<file path="config.mk">
export PLATFORM = sky130hd
export DESIGN_NAME = i2c_master_bit_engine_top
export DESIGN_NICKNAME = d
export VERILOG_FILES = /design/src/rtl/core/i2cm_pkg.sv /design/src/rtl/core/i2c_master_bit_engine_top.sv /design/src/rtl/core/i2cm_regs.sv /design/src/rtl/core/i2cm_step.sv
export SDC_FILE = /design/constraint.sdc
export NUM_CORES = 1
export LEC_CHECK = 0
export BUFFER_PORTS_ARGS = -buffer_cell sky130_fd_sc_hd__buf_4
export CAP_MARGIN = 20
export CORE_MARGIN = 8
export CORE_UTILIZATION = 53
export DETAILED_ROUTE_END_ITERATION = 8
export GPL_TIMING_DRIVEN = 0
export PLACE_DENSITY_LB_ADDON = 0.15
export SLEW_MARGIN = 0
export SYNTH_ARGS = -nofsm -noshare
export SYNTH_HDL_FRONTEND = slang
export SYNTH_SLANG_ARGS = --single-unit
</file>
<file path="constraint.sdc">
create_clock -name clk -period 4.5 [get_ports clk]
set_input_delay 0.225 -clock clk [delete_from_list [all_inputs] [get_ports clk]]
set_output_delay 0.225 -clock clk [all_outputs]
set_load 0.01 [all_outputs]
</file>
<file path="src/rtl/core/i2cm_pkg.sv">
// shared types, phase codes and field codes for the i2c master bit engine
`timescale 1ns / 1ps

package i2cm_pkg;

  localparam int PHASE_W = 5;

  localparam logic [PHASE_W-1:0] PH_IDLE       = 5'd0;
  localparam logic [PHASE_W-1:0] PH_ST_A       = 5'd1;
  localparam logic [PHASE_W-1:0] PH_ST_B       = 5'd2;
  localparam logic [PHASE_W-1:0] PH_ATX_LOW    = 5'd3;
  localparam logic [PHASE_W-1:0] PH_ATX_HIGH   = 5'd4;
  localparam logic [PHASE_W-1:0] PH_AACK_LOW   = 5'd5;
  localparam logic [PHASE_W-1:0] PH_AACK_HIGH  = 5'd6;
  localparam logic [PHASE_W-1:0] PH_WAIT_BYTE  = 5'd7;
  localparam logic [PHASE_W-1:0] PH_DTX_LOW    = 5'd8;
  localparam logic [PHASE_W-1:0] PH_DTX_HIGH   = 5'd9;
  localparam logic [PHASE_W-1:0] PH_DACK_LOW   = 5'd10;
  localparam logic [PHASE_W-1:0] PH_DACK_HIGH  = 5'd11;
  localparam logic [PHASE_W-1:0] PH_RX_LOW     = 5'd12;
  localparam logic [PHASE_W-1:0] PH_RX_CHECK   = 5'd13;
  localparam logic [PHASE_W-1:0] PH_RX_STRETCH = 5'd14;
  localparam logic [PHASE_W-1:0] PH_RX_HIGH    = 5'd15;
  localparam logic [PHASE_W-1:0] PH_MACK_LOW   = 5'd16;
  localparam logic [PHASE_W-1:0] PH_MACK_HIGH  = 5'd17;
  localparam logic [PHASE_W-1:0] PH_SP_A       = 5'd18;
  localparam logic [PHASE_W-1:0] PH_SP_B       = 5'd19;
  localparam logic [PHASE_W-1:0] PH_SP_C       = 5'd20;
  localparam logic [PHASE_W-1:0] PH_SP_D       = 5'd21;

  localparam logic [1:0] ACT_TICK  = 2'd0;
  localparam logic [1:0] ACT_WRITE = 2'd1;
  localparam logic [1:0] ACT_READ  = 2'd2;
  localparam logic [1:0] ACT_PUSH  = 2'd3;

  localparam logic [1:0] STS_OK        = 2'd0;
  localparam logic [1:0] STS_ADDR_NACK = 2'd1;
  localparam logic [1:0] STS_DATA_NACK = 2'd2;

  localparam logic REG_PHASE_TICKS    = 1'b0;
  localparam logic REG_STRETCH_BUDGET = 1'b1;

  localparam logic [15:0] PHASE_TICKS_RST    = 16'd1;
  localparam logic [7:0]  STRETCH_BUDGET_RST = 8'd10;

  typedef struct packed {
    logic [15:0] phase_ticks;
    logic [7:0]  stretch_budget;
  } i2cm_cfg_t;

  typedef struct packed {
    logic [PHASE_W-1:0] phase;
    logic [15:0]        tick_count;
    logic [3:0]         bit_index;
    logic [7:0]         shift_reg;
    logic [7:0]         bytes_left;
    logic               is_read;
    logic [7:0]         hold_byte;
    logic               hold_full;
    logic [7:0]         stretch_used;
    logic [1:0]         result_code;
  } i2cm_state_t;

  typedef struct packed {
    logic [1:0] action;
    logic [6:0] dev_addr;
    logic [7:0] byte_count;
    logic [7:0] write_byte;
    logic       sda_in;
    logic       scl_in;
  } i2cm_item_t;

  typedef struct packed {
    logic       scl_out;
    logic       sda_out;
    logic       busy_res;
    logic       byte_request;
    logic [7:0] read_byte;
    logic       read_valid;
    logic       done_res;
    logic [1:0] status;
  } i2cm_res_t;

  localparam i2cm_state_t STATE_RST = '{
    phase:        PH_IDLE,
    tick_count:   16'd0,
    bit_index:    4'd0,
    shift_reg:    8'd0,
    bytes_left:   8'd0,
    is_read:      1'b0,
    hold_byte:    8'd0,
    hold_full:    1'b0,
    stretch_used: 8'd0,
    result_code:  STS_OK
  };

endpackage

</file>
<file path="src/rtl/core/i2c_master_bit_engine_top.sv">
// top level of the i2c master bit engine: item register, sequencer state, result register
`timescale 1ns / 1ps

//  channel  | ports                                   | moves
//  ---------+-----------------------------------------+---------------------------------
//  in       | in_valid, in_stall, in_<field>          | one tick item: action and bus levels
//  out      | out_valid, out_stall, out_<field>       | one result item per tick item
//  cfg      | psel, penable, pwrite, paddr, pwdata... | phase_ticks at 0x0, budget at 0x4
//
// one item a cycle while out does not stall: an item is held in the input register, and its
// result is then registered in the result register.
// sequencer state updates once per item in a single pass of the step logic.
// rst_n is synchronous; it empties both registers and returns the bus to idle.
// a stall on out holds the result; in then stalls only once its register is full.

module i2c_master_bit_engine_top
  import i2cm_pkg::*;
(
  input  logic        clk,
  input  logic        rst_n,
  input  logic        in_valid,
  output logic        in_stall,
  input  logic [1:0]  in_action,
  input  logic [6:0]  in_dev_addr,
  input  logic [7:0]  in_byte_count,
  input  logic [7:0]  in_write_byte,
  input  logic        in_sda_in,
  input  logic        in_scl_in,
  output logic        out_valid,
  input  logic        out_stall,
  output logic        out_scl_out,
  output logic        out_sda_out,
  output logic        out_busy_res,
  output logic        out_byte_request,
  output logic [7:0]  out_read_byte,
  output logic        out_read_valid,
  output logic        out_done_res,
  output logic [1:0]  out_status,
  input  logic        psel,
  input  logic        penable,
  input  logic        pwrite,
  input  logic [2:0]  paddr,
  input  logic [31:0] pwdata,
  output logic [31:0] prdata,
  output logic        pready
);

  i2cm_cfg_t   cfg;
  i2cm_state_t state_r;
  i2cm_state_t state_nxt;
  i2cm_item_t  item_r;
  i2cm_res_t   res_nxt;
  i2cm_res_t   res_r;
  logic        item_vld_r;
  logic        out_vld_r;
  logic        step_go;
  logic        item_load;

  i2cm_regs u_regs (
    .clk     (clk),
    .rst_n   (rst_n),
    .psel    (psel),
    .penable (penable),
    .pwrite  (pwrite),
    .paddr   (paddr),
    .pwdata  (pwdata),
    .prdata  (prdata),
    .pready  (pready),
    .cfg     (cfg)
  );

  i2cm_step u_step (
    .st     (state_r),
    .cfg    (cfg),
    .item   (item_r),
    .st_nxt (state_nxt),
    .res    (res_nxt)
  );

  // item moves on when the result register is free or being emptied
  assign step_go   = item_vld_r && (!out_vld_r || !out_stall);
  assign in_stall  = item_vld_r && !step_go;
  assign item_load = in_valid && !in_stall;

  always_ff @(posedge clk) begin
    if (!rst_n) begin
      item_vld_r <= 1'b0;
      out_vld_r  <= 1'b0;
      state_r    <= STATE_RST;
    end else begin
      if (item_load)    item_vld_r <= 1'b1;
      else if (step_go) item_vld_r <= 1'b0;
      if (step_go)        out_vld_r <= 1'b1;
      else if (!out_stall) out_vld_r <= 1'b0;
      if (step_go) state_r <= state_nxt;
    end
  end

  always_ff @(posedge clk) begin
    if (item_load) begin
      item_r.action     <= in_action;
      item_r.dev_addr   <= in_dev_addr;
      item_r.byte_count <= in_byte_count;
      item_r.write_byte <= in_write_byte;
      item_r.sda_in     <= in_sda_in;
      item_r.scl_in     <= in_scl_in;
    end
    if (step_go) res_r <= res_nxt;
  end

  assign out_valid        = out_vld_r;
  assign out_scl_out      = res_r.scl_out;
  assign out_sda_out      = res_r.sda_out;
  assign out_busy_res     = res_r.busy_res;
  assign out_byte_request = res_r.byte_request;
  assign out_read_byte    = res_r.read_byte;
  assign out_read_valid   = res_r.read_valid;
  assign out_done_res     = res_r.done_res;
  assign out_status       = res_r.status;

endmodule

</file>
<file path="src/rtl/core/i2cm_regs.sv">
// apb-style configuration registers: phase delay and stretch budget
`timescale 1ns / 1ps

module i2cm_regs
  import i2cm_pkg::*;
(
  input  logic        clk,
  input  logic        rst_n,
  input  logic        psel,
  input  logic        penable,
  input  logic        pwrite,
  input  logic [2:0]  paddr,
  input  logic [31:0] pwdata,
  output logic [31:0] prdata,
  output logic        pready,
  output i2cm_cfg_t   cfg
);

  logic [15:0] phase_ticks_r;
  logic [7:0]  stretch_budget_r;
  logic        wr_en;
  logic        reg_sel;

  assign pready  = 1'b1;
  assign wr_en   = psel & penable & pwrite;
  // register index is the word address
  assign reg_sel = paddr[2];

  always_ff @(posedge clk) begin
    if (!rst_n) begin
      phase_ticks_r    <= PHASE_TICKS_RST;
      stretch_budget_r <= STRETCH_BUDGET_RST;
    end else if (wr_en) begin
      unique case (reg_sel)
        REG_PHASE_TICKS:    phase_ticks_r    <= pwdata[15:0];
        REG_STRETCH_BUDGET: stretch_budget_r <= pwdata[7:0];
        default: ;
      endcase
    end
  end

  always_comb begin
    unique case (reg_sel)
      REG_PHASE_TICKS:    prdata = {16'd0, phase_ticks_r};
      REG_STRETCH_BUDGET: prdata = {24'd0, stretch_budget_r};
      default:            prdata = 32'd0;
    endcase
  end

  assign cfg.phase_ticks    = phase_ticks_r;
  assign cfg.stretch_budget = stretch_budget_r;

endmodule

</file>
<file path="src/rtl/core/i2cm_step.sv">
// next-state and result logic for one tick item of the bus sequencer
`timescale 1ns / 1ps

module i2cm_step
  import i2cm_pkg::*;
(
  input  i2cm_state_t st,
  input  i2cm_cfg_t   cfg,
  input  i2cm_item_t  item,
  output i2cm_state_t st_nxt,
  output i2cm_res_t   res
);

  function automatic i2cm_state_t enter(input i2cm_state_t s, input logic [PHASE_W-1:0] p);
    i2cm_state_t r;
    r            = s;
    r.phase      = p;
    r.tick_count = 16'd0;
    return r;
  endfunction

  // pick the next data byte, stop, or wait for the host to push one
  function automatic i2cm_state_t next_write(input i2cm_state_t s);
    i2cm_state_t r;
    r = s;
    if (s.bytes_left == 8'd0) begin
      r = enter(s, PH_SP_A);
    end else if (s.hold_full) begin
      r.shift_reg  = s.hold_byte;
      r.hold_full  = 1'b0;
      r.bytes_left = s.bytes_left - 8'd1;
      r.bit_index  = 4'd0;
      r = enter(r, PH_DTX_LOW);
    end else begin
      r = enter(s, PH_WAIT_BYTE);
    end
    return r;
  endfunction

  i2cm_state_t ns;
  logic [15:0] tick_inc;
  logic [3:0]  bit_inc;
  logic        timed;
  logic        ended;
  logic        rvalid;
  logic [7:0]  rbyte;
  logic        done;
  logic        scl;
  logic        sda;

  assign tick_inc = st.tick_count + 16'd1;
  assign bit_inc  = st.bit_index + 4'd1;
  assign timed    = (st.phase != PH_IDLE) && (st.phase != PH_WAIT_BYTE) &&
                    (st.phase != PH_RX_CHECK);

  always_comb begin
    ns     = st;
    ended  = 1'b0;
    rvalid = 1'b0;
    rbyte  = 8'd0;
    done   = 1'b0;
    if (st.phase == PH_IDLE) begin
      if (item.action == ACT_WRITE || item.action == ACT_READ) begin
        ns.is_read      = (item.action == ACT_READ);
        ns.shift_reg    = {item.dev_addr, item.action == ACT_READ};
        ns.bytes_left   = item.byte_count;
        ns.bit_index    = 4'd0;
        ns.hold_full    = 1'b0;
        ns.stretch_used = 8'd0;
        ns.result_code  = STS_OK;
        ns = enter(ns, PH_ST_A);
      end
    end else begin
      // a push lands before the tick moves the bus
      if (item.action == ACT_PUSH && !st.is_read && !st.hold_full &&
          st.bytes_left != 8'd0) begin
        ns.hold_byte = item.write_byte;
        ns.hold_full = 1'b1;
      end
      if (timed) begin
        ns.tick_count = tick_inc;
        ended         = (tick_inc >= cfg.phase_ticks);
      end
      if (st.phase == PH_WAIT_BYTE) begin
        if (ns.hold_full) ns = next_write(ns);
      end else if (st.phase == PH_RX_CHECK) begin
        if (item.scl_in || st.stretch_used >= cfg.stretch_budget) begin
          ns.shift_reg = {st.shift_reg[6:0], item.sda_in};
          ns = enter(ns, PH_RX_HIGH);
        end else begin
          ns = enter(ns, PH_RX_STRETCH);
        end
      end
      if (ended) begin
        unique case (st.phase) inside
          PH_ST_A:     ns = enter(ns, PH_ST_B);
          PH_ST_B:     ns = enter(ns, PH_ATX_LOW);
          PH_ATX_LOW:  ns = enter(ns, PH_ATX_HIGH);
          PH_DTX_LOW:  ns = enter(ns, PH_DTX_HIGH);
          PH_ATX_HIGH, PH_DTX_HIGH: begin
            ns.shift_reg = {st.shift_reg[6:0], 1'b0};
            ns.bit_index = bit_inc;
            if (bit_inc >= 4'd8)
              ns = enter(ns, (st.phase == PH_ATX_HIGH) ? PH_AACK_LOW : PH_DACK_LOW);
            else
              ns = enter(ns, (st.phase == PH_ATX_HIGH) ? PH_ATX_LOW : PH_DTX_LOW);
          end
          PH_AACK_LOW: ns = enter(ns, PH_AACK_HIGH);
          PH_DACK_LOW: ns = enter(ns, PH_DACK_HIGH);
          PH_AACK_HIGH: begin
            if (item.sda_in) begin
              ns.result_code = STS_ADDR_NACK;
              ns = enter(ns, PH_SP_A);
            end else if (st.is_read) begin
              if (st.bytes_left == 8'd0) begin
                ns = enter(ns, PH_SP_A);
              end else begin
                ns.shift_reg = 8'd0;
                ns.bit_index = 4'd0;
                ns = enter(ns, PH_RX_LOW);
              end
            end else begin
              ns = next_write(ns);
            end
          end
          PH_DACK_HIGH: begin
            if (item.sda_in) begin
              ns.result_code = STS_DATA_NACK;
              ns = enter(ns, PH_SP_A);
            end else begin
              ns = next_write(ns);
            end
          end
          PH_RX_LOW: ns = enter(ns, PH_RX_CHECK);
          PH_RX_STRETCH: begin
            ns.stretch_used = st.stretch_used + 8'd1;
            ns = enter(ns, PH_RX_CHECK);
          end
          PH_RX_HIGH: begin
            ns.bit_index = bit_inc;
            if (bit_inc >= 4'd8) begin
              ns.bytes_left = st.bytes_left - 8'd1;
              rvalid        = 1'b1;
              rbyte         = st.shift_reg;
              ns = enter(ns, PH_MACK_LOW);
            end else begin
              ns = enter(ns, PH_RX_LOW);
            end
          end
          PH_MACK_LOW: ns = enter(ns, PH_MACK_HIGH);
          PH_MACK_HIGH: begin
            if (st.bytes_left == 8'd0) begin
              ns = enter(ns, PH_SP_A);
            end else begin
              ns.shift_reg = 8'd0;
              ns.bit_index = 4'd0;
              ns = enter(ns, PH_RX_LOW);
            end
          end
          PH_SP_A: ns = enter(ns, PH_SP_B);
          PH_SP_B: ns = enter(ns, PH_SP_C);
          PH_SP_C: ns = enter(ns, PH_SP_D);
          PH_SP_D: begin
            done         = 1'b1;
            ns.hold_full = 1'b0;
            ns = enter(ns, PH_IDLE);
          end
          default: ns = enter(ns, PH_IDLE);
        endcase
      end
    end
  end

  // line drive follows the phase after the tick
  always_comb begin
    unique case (ns.phase) inside
      PH_ST_A: begin
        scl = 1'b1;
        sda = 1'b0;
      end
      PH_ST_B, PH_SP_A: begin
        scl = 1'b0;
        sda = 1'b0;
      end
      PH_ATX_LOW, PH_DTX_LOW: begin
        scl = 1'b0;
        sda = ns.shift_reg[7];
      end
      PH_ATX_HIGH, PH_DTX_HIGH: begin
        scl = 1'b1;
        sda = ns.shift_reg[7];
      end
      PH_AACK_LOW, PH_DACK_LOW, PH_WAIT_BYTE, PH_RX_LOW: begin
        scl = 1'b0;
        sda = 1'b1;
      end
      PH_MACK_LOW: begin
        scl = 1'b0;
        sda = (ns.bytes_left == 8'd0);
      end
      PH_MACK_HIGH: begin
        scl = 1'b1;
        sda = (ns.bytes_left == 8'd0);
      end
      PH_SP_B: begin
        scl = 1'b1;
        sda = 1'b0;
      end
      default: begin
        scl = 1'b1;
        sda = 1'b1;
      end
    endcase
  end

  assign st_nxt           = ns;
  assign res.scl_out      = scl;
  assign res.sda_out      = sda;
  assign res.busy_res     = (ns.phase != PH_IDLE);
  assign res.byte_request = (ns.phase != PH_IDLE) && !ns.is_read && !ns.hold_full &&
                            (ns.bytes_left != 8'd0);
  assign res.read_byte    = rbyte;
  assign res.read_valid   = rvalid;
  assign res.done_res     = done;
  assign res.status       = ns.result_code;

endmodule

</file>
* After elaboration in Yosys (flattened, before gate mapping)
Cells that the tools add are included.
Cells by class: add/sub/neg operators 5, $mul 0, div/mod/pow operators 0, $lt $le $gt $ge 3, eq/ne operators 42, shift-type cells 0, muxes and demuxes 34, bitwise logic cells 7, reductions and logical operators 43
Operator list (count):
- $pmux 61 s18 | 1
- $mux 61 | 15
- $pmux 32 s2 | 1
- $eq 5x4->1 const B | 12
- $mux 60 | 1
- $mux 57 | 1
- $eq 5x5->1 const B | 10
- $eq 5x3->1 const B | 7
- $logic_not 8->1 | 3
- $eq 5x2->1 const B | 4
- $mux 9 | 2
- $add 16x1->16 const B | 1
- $ge 16x16->1 | 1
- $mux 16 | 1
- $reduce_bool 8->1 | 2
- $sub 8x1->8 const B | 2
- $reduce_or 4->1 | 3
- $logic_and 1x1->1 | 11
- $eq 5x1->1 const B | 2
- $reduce_bool 5->1 | 2
- $mux 1 | 9
- $reduce_or 9->1 | 1
- $add 8x1->8 const B | 1
- $ge 8x8->1 | 1
- other kinds (19) | 40
Word-level totals: register bits 130, latch bits 0, bits in writable memories 0, bits in read-only memories 0, input bits 69, output and inout bits 51, logic and storage cells 163, memories kept 0

* Depth between registers and ports, before layout
depth after elaboration 22, mapped depth 20, gate-level depth less buffers 17

* By module
Synthesis repeated with hierarchy kept, for this count alone.
Second synthesis, totals: cell total of the unflattened synthesis 1235, area, all modules 9844.4 µm²
Modules (own cells, without submodules):
- i2cm_step | times used 1, cells an instance 780, area an instance 4713.3 µm², seq. area each 0.0 µm²
- i2c_master_bit_engine_top | times used 1, cells an instance 316, area an instance 3868.7 µm², seq. area each 2552.4 µm²
- i2cm_regs | times used 1, cells an instance 139, area an instance 1262.5 µm², seq. area each 480.5 µm²

* Least setup slack after synthesis
Ideal clock, no wire load.
kind register to register, start register state_r[40] (netlist bit), end register res_r (netlist bit out_sda_out) (data pin), arrival 4.172 ns, required time 4.235 ns, setup slack 0.063 ns, cell stages (with the launch flop) 19, buffers on the path 1, path through dfxtp_1 -> ha_1 -> and3_1 -> and3_1 -> and3_1 -> clkbuf_1 -> nand3_1 -> xnor2_1 -> ha_1 -> a21o_1 -> a21oi_1 -> nand4_1 -> o31ai_2 -> nor2_1 -> a22o_1 -> or3_1 -> a211oi_1 -> a211o_1 -> o22ai_1
RTL lines:
- start: declaration | line i2c_master_bit_engine_top.sv:49 | i2cm_state_t state_r;
- start signal: assignment | line i2c_master_bit_engine_top.sv:95 | if (step_go) state_r <= state_nxt;
- end signal: assignment | line i2c_master_bit_engine_top.sv:108 | if (step_go) res_r <= res_nxt;
- end: declaration | line i2c_master_bit_engine_top.sv:53 | i2cm_res_t res_r;

==> flow_summary.toml <==
[outcome]
status = "finished, final reports clean"

[worst_hold_path]
hold_path.class = "in -> reg"

[setup_path]
setup.worst_path.start_class = "register"
worst_path_dominant_cell_family = "simple AND/OR/NAND/NOR gates"
timing.critical_path.arrival_ps = 4590
timing.reg2reg.setup_slack_ps = 60
worst-endpoint-required_ps = 4650
timing.critical_path.buf_inv = 4
cp_max_fo = 8
cp_slowest_cell = "dfxtp_4"
timing_worst_setup_path_type = "reg -> reg"
critical_path.endpoint_type = "register"
timing.critical_path.slowest_cell_delay_ps = 370
timing.critical_path.cells = "ha_4 -> and3_4 -> and3_4 -> and3_4 -> nand3_4 -> xnor2_4 -> ha_4 -> a21o_1 -> a21oi_2 -> nand4_1 -> buf_4 -> o31ai_4 -> buf_12 -> buf_4 -> a2111oi_4 -> buf_4 -> a211oi_4 -> nor3b_4 -> nand2_1 -> a21oi_2 -> o22ai_2"

[layout]
postLayoutCoreUtil_pct = 68.5
insertedDiodeCount = 0
nets = 1317
final_cells = 1445
fillCellCount = 1332
design_area_um2 = 10900
post_route_cells_drive_above_1_share_pct = 19.6
area_growth_syn_to_layout_pct = 26.6

[sta]
fin_tns_setup_ps = 0
finalHoldWorstSlack_ps = 29.0
final-setup-viol-count = 0
achievable-frequency_mhz = 225
timing_max_transition_violations_final = 0
finalCriticalPeriod_ps = 4440
post-route-worst-setup-slack_ps = 59.3
fin_worst_skew_ps = 9.65
final-hold-violation-count = 0
slew-limit-headroom_pct = 40.2
final_min_period_over_clock_period_pct = 98.7
timing_worst_slew_pin_value_ps = 891

[synthesis]
synth_simple_gate_area_share_pct = 22.0
synth.area.top_cells = "dfxtp_1, edfxtp_1, a21oi_1, nand2_1, nor2_1"
synth.largest_area_cell = "dfxtp_1"
synth-main-ff-cell = "dfxtp_1"
synth_top_family_by_area = "compound AO/OA/AOI/OAI gates"
yosysSeqAreaShare_pct = 35.3
synth-warning-count = 0
synthDistinctLibCells = 96
synth-edff-count = 43
synth_fa_ha_area_share_pct = 4.66
synthesis.area_per_instance_um2 = 8.18
synthXorXnorAreaFrac_pct = 2.75
synthDominantCellAreaShare_pct = 20.3
muxShareOfSynthArea_pct = 2.97
compound_cell_area_share_of_the_yosys_netlist_pct = 25.6
syn_area_um2 = 8590
syn_inst = 1050
synth_async_sr_flop_share_pct = 0
synth_seq_cells = 130

[place]
placedCellCount = 1366
portBuffers = 83
detailedPlace.worstSlack_ps = -1110
place_congestion = 0.987
placement.cell_area_um2 = 9570
hpwl_after_detailed_placement_mm = 20.5

[pwr]
cellInternalPower_mw = 2.38
sequentialPowerShare_pct = 37.2
vdd_drop_max_v = 0.000254
power_density_nw_per_um2 = 323
total_leakage_power_nw = 4.33
power.net_switching_mw = 1.13
netSwitchingFraction_pct = 32.1
pwr-share-comb_pct = 25.4
post-layout-total-power_mw = 3.51
clockPowerShare_pct = 37.4

[global_route]
grt_pass1_wl_mm = 43.9
number_of_antenna_violations_at_the_first_check_in_global_routing = 0
first_global_vias = 8423
grt_max_degree = 26
gr-usage-all-layers_pct = 27.2
globalRoute.totalOverflow = 0

[clock_tree]
clock_tree.buffer_depth = 2
worstSkewPairLatency_ps = 420
cts_max_level = 4
cts_sink_count = 130
clockRootBuffer = "clkbuf_16"
cts_tree = "yes"
clk_pin_slew_worst_paths_ps = 60
numCtsBuffers = 17

[floorplanning]
die_y_um = 143
design.die.area_um2 = 20500
row_count = 46
fp.coreArea_um2 = 15900
initial_core_util_pct = 54.1
die_width_um = 143
boundaryPins = 120

[routing]
num_vias = 8915
antenna_left = 0
wl_mm = 28.3
vias_per_cell = 6.17
first_pass_iters = 8
drt_iter0_drc = 1172
route.detailed.wl_per_inst_um = 19.6
drc = 0

[job]
max_cap_viol_count = 0
==> power by group through the flow <==
stage                     sequential, mW  combinational (mW)  clock [mW]
after global placement              1.33               0.748           0
after global routing                1.31               0.942        1.37
final                               1.30               0.891        1.31
after floorplan                     1.32               0.509           0
after detailed placement            1.33               0.757           0
after CTS                           1.30               0.835        1.32
==> cell families (layout without fill, tap and decap cells) <==
family	after synthesis	in the layout
buffers and inverters	124	288
AO/OA/AOI/OAI	321	321
XOR/XNOR	27	27
other	2	17
adder cells (fa/ha/maj)	32	32
flip-flops	130	130
multiplexers	25	25
AND/OR/NAND/NOR	389	389
==> layout by cell type, fill, tap and decap left out, types with 12 or more instances in the layout <==
master / Yosys / final
a211oi_1: 21 / 20
a21o_1: 12 / 12
a21oi_1: 102 / 98
and3_1: 24 / 16
buf_4: 18 / 125
clkbuf_1: 42 / 41
clkbuf_16: 0 / 17
conb_1: 2 / 17
dfxtp_1: 87 / 84
dlygate4sd3_1: 0 / 27
edfxtp_1: 43 / 43
ha_1: 32 / 29
inv_1: 43 / 43
mux2i_1: 21 / 21
nand2_1: 116 / 114
nand3_1: 31 / 29
nand4_1: 12 / 12
nor2_1: 115 / 113
nor3_1: 21 / 21
o21ai_0: 57 / 56
xor2_1: 16 / 16
==> sequential cells by signal (all words and copies together) (netlist names) <==
name / flops
state_r: 61
item_r: 27
u_regs.phase_ticks_r: 16
out_read_byte: 8
u_regs.stretch_budget_r: 8
out_status: 2
item_vld_r: 1
out_busy_res: 1
out_byte_request: 1
out_done_res: 1
out_read_valid: 1
out_scl_out: 1
out_sda_out: 1
out_valid: 1
==> worst min-delay path, cell delays in order <==
cell     delay, ps
buf_4           90
nand2_1         40
nand3_1         60
==> Yosys cell counts (9+ instances only) <==
| cell | count |
|---|---|
| buf_4 | 18 |
| o21ai_0 | 57 |
| mux2i_1 | 21 |
| ha_1 | 32 |
| nand2b_1 | 11 |
| a21o_1 | 12 |
| nor2_1 | 115 |
| inv_1 | 43 |
| and3_1 | 24 |
| nand3_1 | 31 |
| dfxtp_1 | 87 |
| o221ai_1 | 10 |
| buf_2 | 12 |
| nand2_1 | 116 |
| edfxtp_1 | 43 |
| o211ai_1 | 10 |
| nand4_1 | 12 |
| xnor2_1 | 11 |
| a211oi_1 | 21 |
| xor2_1 | 16 |
| o22ai_1 | 9 |
| a21oi_1 | 102 |
| clkbuf_1 | 42 |
| nor3_1 | 21 |
| a22oi_1 | 11 |
==> final cells by class <==
class / instances / area (um2) / area share [%]
Multi-Input combinational cell: 811 / 5330 / 49.0
Sequential cell: 130 / 3040 / 28.0
Timing Repair Buffer: 134 / 1100 / 10.1
Clock buffer: 20 / 447 / 4.11
Buffer: 79 / 418 / 3.84
Tap cell: 216 / 270 / 2.49
Inverter: 43 / 161 / 1.48
Clock inverter: 12 / 108 / 0.990
==> routing by layer <==
| layer | share of wire, % | GRT usage, % | up-vias |
|---|---|---|---|
| li1 | - | - | 4159 |
| met1 | 42 | 35.1 | 4203 |
| met2 | 46 | 42.6 | 472 |
| met3 | 8.9 | 6.74 | 81 |
| met4 | 2.9 | 11.3 | 0 |
| met5 | 0 | 0 | - |
==> worst paths after layout <==
kind	start	cells after the start	endpoint
worst min register to register	u_regs.phase_ticks_r[2]$_SDFFE_PN0P_	2	u_regs.phase_ticks_r[2]$_SDFFE_PN0P_
worst max register to register	state_r[40]$_SDFFE_PN0P_	21	out_sda_out$_DFFE_PP_
worst max-delay path	state_r[40]$_SDFFE_PN0P_	21	out_sda_out$_DFFE_PP_
worst min-delay path	pwdata[0]	3	u_regs.phase_ticks_r[0]$_SDFFE_PN1P_
==> repair_timing <==
item	4_1_cts	5_1_grt
setup endpoints to repair	65	43
endpoints found under the hold margin	27	0
hold buffers	27	0
buffers inserted	11	11
resized for setup	31	32
cloned	0	0
pin swaps	8	13
Note: power is estimated with default switching activity, not from simulation.
